## src/rtl/core/hdrm_pkg.sv

```systemverilog
// Shared types, constants and codes of the HDR exposure merge block.
`timescale 1ns / 1ps
package hdrm_pkg;

   localparam int TABLE_BITS_DEFAULT = 10;

   localparam int CSR_INDEX_W = 3;
   localparam int CSR_DATA_W  = 24;
   localparam int SUM_W       = 56;
   localparam int ACC_W       = 40;
   localparam int SCORE_W     = 48;
   localparam int OUT_W       = 32;
   localparam int PART_W      = 20;
   localparam int DIV_STEPS   = 32;
   localparam int STEP_W      = 5;

   localparam logic [CSR_INDEX_W-1:0] CSR_BLACK_OFFSET      = 3'd0;
   localparam logic [CSR_INDEX_W-1:0] CSR_SATURATION_OFFSET = 3'd1;
   localparam logic [CSR_INDEX_W-1:0] CSR_SCALE             = 3'd2;
   localparam logic [CSR_INDEX_W-1:0] CSR_WHITE_RED         = 3'd3;
   localparam logic [CSR_INDEX_W-1:0] CSR_WHITE_GREEN       = 3'd4;
   localparam logic [CSR_INDEX_W-1:0] CSR_WHITE_BLUE        = 3'd5;
   localparam logic [CSR_INDEX_W-1:0] CSR_USE_BEST          = 3'd6;

   localparam logic CMD_SAMPLE      = 1'b0;
   localparam logic CMD_TABLE_WRITE = 1'b1;

   typedef struct packed {
      logic       req_ready;
      logic       prod;
      logic       upd;
      logic       best;
      logic       mul0;
      logic       mul1;
      logic       div_init;
      logic       div_step;
      logic       store;
      logic       out;
      logic [1:0] chan;
   } ctrl_cmd_type;

   typedef struct packed {
      logic req_valid;
      logic req_is_sample;
      logic last;
      logic px_under;
      logic px_over;
      logic use_best;
      logic rsp_free;
   } ctrl_sts_type;

endpackage

```

## src/rtl/core/hdrm_ctrl.sv

```systemverilog
// Controller state machine sequencing accumulation and the final merge.
`timescale 1ns / 1ps
module hdrm_ctrl (
   input  logic                  clock,
   input  logic                  reset,
   input  hdrm_pkg::ctrl_sts_type sts,
   output hdrm_pkg::ctrl_cmd_type cmd
);

   localparam logic [3:0] ST_IDLE     = 4'd0;
   localparam logic [3:0] ST_PROD     = 4'd1;
   localparam logic [3:0] ST_UPD      = 4'd2;
   localparam logic [3:0] ST_MODE     = 4'd3;
   localparam logic [3:0] ST_BEST     = 4'd4;
   localparam logic [3:0] ST_MUL0     = 4'd5;
   localparam logic [3:0] ST_MUL1     = 4'd6;
   localparam logic [3:0] ST_DIV_INIT = 4'd7;
   localparam logic [3:0] ST_DIV      = 4'd8;
   localparam logic [3:0] ST_STORE    = 4'd9;
   localparam logic [3:0] ST_OUT      = 4'd10;

   logic [3:0]                  state_ff, state_in;
   logic [1:0]                  chan_ff, chan_in;
   logic [hdrm_pkg::STEP_W-1:0] step_ff, step_in;

   always_comb begin
      state_in = state_ff;
      chan_in  = chan_ff;
      step_in  = step_ff;
      unique case (state_ff)
         ST_IDLE: begin
            if (sts.req_valid && sts.req_is_sample) begin
               state_in = ST_PROD;
            end
         end
         ST_PROD: state_in = ST_UPD;
         ST_UPD: state_in = sts.last ? ST_MODE : ST_IDLE;
         ST_MODE: begin
            chan_in = 2'd0;
            if (sts.px_under || sts.px_over) begin
               state_in = ST_OUT;
            end else if (sts.use_best) begin
               state_in = ST_BEST;
            end else begin
               state_in = ST_MUL0;
            end
         end
         ST_BEST: state_in = ST_OUT;
         ST_MUL0: state_in = ST_MUL1;
         ST_MUL1: state_in = ST_DIV_INIT;
         ST_DIV_INIT: begin
            step_in  = '0;
            state_in = ST_DIV;
         end
         ST_DIV: begin
            step_in = step_ff + 1'b1;
            if (step_ff == hdrm_pkg::STEP_W'(hdrm_pkg::DIV_STEPS - 1)) begin
               state_in = ST_STORE;
            end
         end
         ST_STORE: begin
            if (chan_ff == 2'd2) begin
               state_in = ST_OUT;
            end else begin
               chan_in  = chan_ff + 1'b1;
               state_in = ST_MUL0;
            end
         end
         ST_OUT: begin
            if (sts.rsp_free) begin
               state_in = ST_IDLE;
            end
         end
         default: state_in = ST_IDLE;
      endcase
   end

   always_ff @(posedge clock) begin
      if (reset) begin
         state_ff <= ST_IDLE;
         chan_ff  <= '0;
         step_ff  <= '0;
      end else begin
         state_ff <= state_in;
         chan_ff  <= chan_in;
         step_ff  <= step_in;
      end
   end

   always_comb begin
      cmd           = '0;
      cmd.req_ready = (state_ff == ST_IDLE);
      cmd.prod      = (state_ff == ST_PROD);
      cmd.upd       = (state_ff == ST_UPD);
      cmd.best      = (state_ff == ST_BEST);
      cmd.mul0      = (state_ff == ST_MUL0);
      cmd.mul1      = (state_ff == ST_MUL1);
      cmd.div_init  = (state_ff == ST_DIV_INIT);
      cmd.div_step  = (state_ff == ST_DIV);
      cmd.store     = (state_ff == ST_STORE);
      cmd.out       = (state_ff == ST_OUT) && sts.rsp_free;
      cmd.chan      = chan_ff;
   end

   a_upd_after_prod: assert property (@(posedge clock) disable iff (reset)
      state_ff == ST_UPD |-> $past(state_ff) == ST_PROD)
      else $error("update step without a product step");

   a_out_holds: assert property (@(posedge clock) disable iff (reset)
      state_ff == ST_OUT && !sts.rsp_free |=> state_ff == ST_OUT)
      else $error("result dropped while the output stage is full");

   a_mean_mode: assert property (@(posedge clock) disable iff (reset)
      state_ff == ST_MUL0 |-> !sts.px_under && !sts.px_over && !sts.use_best)
      else $error("weighted mean started in a bypass mode");

   a_chan_range: assert property (@(posedge clock) disable iff (reset)
      state_ff == ST_DIV |-> chan_ff != 2'd3)
      else $error("channel counter out of range");

endmodule

```

## config.mk

```make
export PLATFORM = sky130hd
export DESIGN_NAME = hdrm_ctrl
export DESIGN_NICKNAME = d
export VERILOG_FILES = /design/src/rtl/core/hdrm_pkg.sv /design/src/rtl/core/hdrm_ctrl.sv
export SDC_FILE = /design/constraint.sdc
export NUM_CORES = 1
export LEC_CHECK = 0
export ABC_CLOCK_PERIOD_IN_PS = 1520
export BUFFER_PORTS_ARGS = -buffer_cell sky130_fd_sc_hd__buf_4
export CORE_MARGIN = 10
export CORE_UTILIZATION = 49
export CTS_CLUSTER_SIZE = 20
export DETAILED_ROUTE_END_ITERATION = 7
export GPL_ROUTABILITY_DRIVEN = 0
export GPL_TIMING_DRIVEN = 0
export PLACE_DENSITY = 0.72
export SYNTH_ARGS = -nofsm -noshare
export SYNTH_HDL_FRONTEND = slang
export SYNTH_SLANG_ARGS = --single-unit
```

## constraint.sdc

```tcl
create_clock -name clock -period 1.52 [get_ports clock]
set_input_delay 0 -clock clock [delete_from_list [all_inputs] [get_ports clock]]
set_output_delay 0 -clock clock [all_outputs]
set_load 0.02 [all_outputs]
```

After elaboration in Yosys (flattened, before gate mapping)

Cells that the tools add are included.

Register bits: 11
Bits of input ports: 9
Output and inout bits: 12
Word-level logic and storage cells: 40

$add $sub $neg: 2
Equality and inequality tests: 16
Multiplexer cells: 11
Reductions and logical operators: 8

Operators with widths:

| cell                | number |
|---|---|
| $pmux 4 s11         | 1 |
| $mux 4              | 5 |
| $eq 4x3->1 const B  | 4 |
| $eq 4x4->1 const B  | 3 |
| $pmux 5 s2          | 1 |
| $eq 4x2->1 const B  | 2 |
| $add 5x1->5 const B | 1 |
| $eq 5x5->1 const B  | 1 |
| $eq 4x1->1 const B  | 1 |
| $logic_not 4->1     | 1 |
| $mux 2              | 2 |
| $ne 2x1->1 const B  | 2 |
| $ne 2x2->1 const B  | 2 |
| $pmux 2 s2          | 1 |
| $reduce_bool 2->1   | 2 |
| $reduce_and 3->1    | 1 |
| $add 2x1->2 const B | 1 |
| $eq 2x2->1 const B  | 1 |
| $logic_and 1x1->1   | 2 |
| $reduce_and 2->1    | 1 |
| $logic_or 1x1->1    | 1 |
| $mux 1              | 1 |

Depth between registers and ports, before layout

Word-level depth: 3
Gate-level depth with buffers: 6
Depth with buffers taken out: 6

Worst setup path after synthesis

Ideal clock, no wire load.

Path type: register -> register
Start point: reg state_ff[2]
End point: reg state_ff[0]
Library setup time: 116 ps
Arrival time: 1616 ps
Required time: 1404 ps
Setup slack: -212 ps
Stages on the path, launching flop included: 5
Buffers on the path: 1
Period minus slack after synthesis: 1732 ps
Cells stage by stage: dfxtp_1 > buf_2 > nor4_1 > a211oi_1 > and3_1

RTL lines:

| element                | line            | source |
|---|---|---|
| from (decl)            | hdrm_ctrl.sv:22 | `logic [3:0] state_ff, state_in;` |
| from (signal assigned) | hdrm_ctrl.sv:84 | `state_ff <= state_in;` |

Worst setup path after layout

Start point: reg step_ff[0] (netlist name)
End point: reg state_ff[0]

Longest elaborated chain between the ends: 3

RTL lines:

| element                    | line            | source |
|---|---|---|
| from (decl)                | hdrm_ctrl.sv:24 | `logic [hdrm_pkg::STEP_W-1:0] step_ff, step_in;` |
| from (signal assigned)     | hdrm_ctrl.sv:86 | `step_ff <= step_in;` |
| $eq 5x5->1                 | hdrm_ctrl.sv:57 | `if (step_ff == hdrm_pkg::STEP_W'(hdrm_pkg::DIV_STEPS - 1)) begin` |
| $ne 2x1->1 (no line)       | -               |  |
| $reduce_and 3->1 (no line) | -               |  |

No other way between the ends.
A chain may end at the register's enable or synchronous reset.

==> results <==
- The final design utilization is 0.6514.
- Setup violations remaining at the end of the flow were counted as 0.
- The clock period could shrink to 1.428 ns.
- Of the available clock period, the critical path in the final layout requires 0.9394.
- The fill cell instance count of the final layout is 138.
- The sequential element share of the synthesized area is 0.2953.
- Synthesis produced a netlist with a net count of 102.
- Hold timing on the final database bottoms out at a slack of 0.07474 ns.
- Synthesis inferred 11 register bits.
- The detailed router put a total of 832 um of wire on met1.
- Along the worst path, the maximum fanout reaches 3.
- The finished cells cover 958.4 sq um.
- The number of antenna diodes in the final layout is 0.
- The total of buffers placed on input and output ports is 20.
- The number of antenna violations at the first check in global routing is 0.
- Each instance of the synthesized netlist takes up on average 8.286 sq um.
- After detailed routing, the number of remaining DRC violations is 0.
- Dividing the detail-routed via count by the number of cells gives 5.427.
- The final total negative setup slack is 0 ns.
- The non-filler instance count after layout is 131.
- The combined global-route utilization of all metal layers is 0.1005.
- The post-synthesis cell area is 745.7 sq um.
- Walking the worst path, the cells encountered are ha_1, and3_1, ha_1, mux2i_1, nand2_1, and3_1.
- The data required time at the worst endpoint is 1.67 ns.
- Once placement finished, the instance area stood at 922.1 sq um.
- The via count of the first global-routing pass is 676.
- The floorplan step set the die height to 59.01 um.
- Summing all flip-flop and latch instances after layout gives 220.2 sq um.
- After clock tree synthesis, the clock-pin slew on the worst setup and hold paths is 0.06 ns.
- After legalization and detailed placement, the total HPWL measured 1372 um.
- After the first detailed-routing iteration, the DRC count stood at 12.
- The largest net degree at the start of global routing is 11.
- The number of detailed-route iterations in the first pass is 4.
- Setup repair after global routing left no endpoint under its margin.
- The highest clock frequency the design can meet is 700.3 MHz.
- Summed over all cells, the static leakage comes to 0.4273 nW.
- In this run the top signal layer used is met4.
- Synthesis produced a netlist whose cell count is 90.
- The effective utilization at floorplan is 0.5068.
- After floorplanning, the core was sized to cover 1471 sq um.
- Of the total power, the share spent switching nets is 0.4029.
- The number of placed instances, taps included, is 126.
- The switching power of the nets is 0.0005089 W.
- The critical path in this run is classified as reg -> reg.
- Measured against its own limit, the worst slew margin works out to 0.7055.
- The number of max-slew violations in the final report was 0.
- The routed length on met2 is 846 um.
- The tree built by TritonCTS fans out to 11 sinks.
- The max capacitance violation total is 0.
- The worst setup path is captured at a register.
- The number of endpoints with negative hold slack in the final report is 0.
- Of the cells placed in the final design, the portion with a size suffix greater than 1 is 0.3043.
- Internal power comes to 0.0007541 W.
- The worst vdd rail ir drop is 0.8568 mV.
- The final wirelength is 1774 um.
- At the later pin of the worst-skew pair, clock insertion delay measures 0.26 ns.
- The share of total power dissipated in the clock network is 0.150.
- The CTS tree is yes.
- For this design the top-level I/O count stands at 21.
- The data arrival time of the worst path is 1.58 ns.
- Counting along the longest clock path gives a buffer depth of 2.
- The first global-routing pass estimated 2911 um of wire.
- At the end of the flow, the number of nets in the layout was 128.
- The die covers 3482 sq um.
- The deepest level of the CTS H-tree is 1.
- Across all layers, the routed design uses 711 vias.
- Of the total power, registers draw 0.296.
- The count of warnings emitted by yosys is 0.
- The largest single stage delay on the critical path is 0.34 ns.
- Row generation in the floorplan step produced 14 rows.
- Buffers inserted during clock tree synthesis total 3.
- The layout overhead on the synthesized area is 28.52%.
- The number of antenna-violating nets in the routed design is 0.
- The mean routed wirelength per cell is 13.54 um.
- Detailed routing placed a total of 80 um of wire on met3.
- The top cell types in the final layout, fill and taps aside, are sky130_fd_sc_hd__buf_4, sky130_fd_sc_hd__nor2_1, sky130_fd_sc_hd__dfxtp_1.
- The type of origin of the critical path is a register.
- Leaving out fill and tap cells, the most frequent cell in the layout is sky130_fd_sc_hd__buf_4.
- The horizontal die dimension is 59.01 um.
- The total overflow left after global routing is 0.
- The share of total power dissipated in combinational logic is 0.554.
- The netlist uses 30 different library cells.
- The clock skew is 0.003003 ns.
- The run finished with clean final reports.
- In this run the worst hold path is classified as in -> reg.
- At the pin with the least slew margin, the transition time is 0.4418 ns.
- The slowest stage of the critical path is the sky130_fd_sc_hd__dfxtp_1 cell.
- The cell area power density is 1318 nW/um^2.
- The combined area of the multi-input logic cells is 479.2 sq um.
- In this run the clock root is driven by a sky130_fd_sc_hd__clkbuf_4.
- After clock tree synthesis, the flow added hold-fix buffers numbering 0.
state kept, by name, summed over array words and instances, names as in the netlist:
name	flops
chan_ff	2
step_ff	5
state_ff	4
repair_timing:
action | 4_1_cts | 5_1_grt
endpoints found under the setup margin | 0 | 5
buffers inserted | 0 | 1
resized for setup | 0 | 1
cells in the mapped netlist, drive strengths merged:
| library cell | n | area share |
|---|---|---|
| ha | 3 | 0.050 |
| nor4b | 1 | 0.032 |
| mux2i | 5 | 0.067 |
| nand2 | 3 | 0.015 |
| nand2b | 4 | 0.034 |
| and4b | 2 | 0.027 |
| nor2b | 5 | 0.042 |
| a211oi | 1 | 0.010 |
| a21oi | 6 | 0.040 |
| o21ai | 2 | 0.013 |
| a22oi | 2 | 0.020 |
| o21ba | 1 | 0.013 |
| nor2 | 16 | 0.081 |
| nor3 | 5 | 0.040 |
| buf | 5 | 0.059 |
| inv | 2 | 0.010 |
| o22ai | 2 | 0.017 |
| dfxtp | 11 | 0.30 |
| a31oi | 1 | 0.0084 |
| nand4 | 1 | 0.0084 |
| nor4 | 1 | 0.0084 |
| nor3b | 3 | 0.030 |
| and3 | 2 | 0.017 |
| o21bai | 1 | 0.010 |
| nand3b | 2 | 0.020 |
| a41oi | 1 | 0.012 |
| mux2 | 1 | 0.015 |
| clkbuf | 1 | 0.0050 |
per-layer routing:
metal / GRT usage / vias up
met5: 0 / -
met1: 0.1198 / 318
met3: 0.02146 / 2
met2: 0.1652 / 16
met4: 0.04918 / 0
li1: - / 375
power groups by stage:
| stage | registers [W] | clock network, W | logic [W] |
|---|---|---|---|
| floorplan | 0.000372 | 0 | 0.000500 |
| global placement | 0.000377 | 0 | 0.000689 |
| detailed placement | 0.000377 | 0 | 0.000688 |
| CTS | 0.000372 | 0.000196 | 0.000692 |
| global route | 0.000379 | 0.000206 | 0.000766 |
| finish | 0.000374 | 0.000189 | 0.000700 |
kinds of logic after synthesis:
kind of cell             Yosys count  synth area share
AND/OR/NAND/NOR                   45            0.3540
AO/OA/AOI/OAI                     17            0.1443
flip-flops                        11            0.2953
buffers and inverters              8           0.07382
multiplexers                       6           0.08222
adder cells (fa/ha/maj)            3           0.05034
final timing paths:
kind | startpoint | end | slack, ns | cells past startpoint
setup / recovery | step_ff[0]$_SDFFE_PP0P_ | state_ff[0]$_SDFFE_PP0P_ | 0.09 | 6
hold reg to reg | step_ff[4]$_SDFFE_PP0P_ | step_ff[4]$_SDFFE_PP0P_ | 0.52 | 2
setup reg to reg | step_ff[0]$_SDFFE_PP0P_ | state_ff[0]$_SDFFE_PP0P_ | 0.09 | 6
hold / removal | reset | state_ff[0]$_SDFFE_PP0P_ | 0.07 | 3
area by class of cell:
class / instances / area share
multi-input cells: 71 / 0.5000
flip-flops and latches: 11 / 0.2298
repair buffers: 21 / 0.1645
plain buffers: 6 / 0.04961
clock buffers: 4 / 0.02742
well taps: 16 / 0.02089
inverters: 2 / 0.007833
per-stage QoR:
stage / worst slack, ns / total power [W]
floorplan: 0.05067 / 0.0008719
global placement: 0.09963 / 0.001066
detailed placement: 0.06863 / 0.001065
CTS: 0.05691 / 0.001260
global route: 0.002723 / 0.001351
finish: 0.09213 / 0.001263
worst max-delay path: cells and delay by family (launching register included):
kind	cells	cell delay, ns
simple gates	3	0.43
mux	1	0.13
flops	1	0.34
fa+ha+maj	2	0.41
No activity file was read; power rests on OpenSTA's default activity.
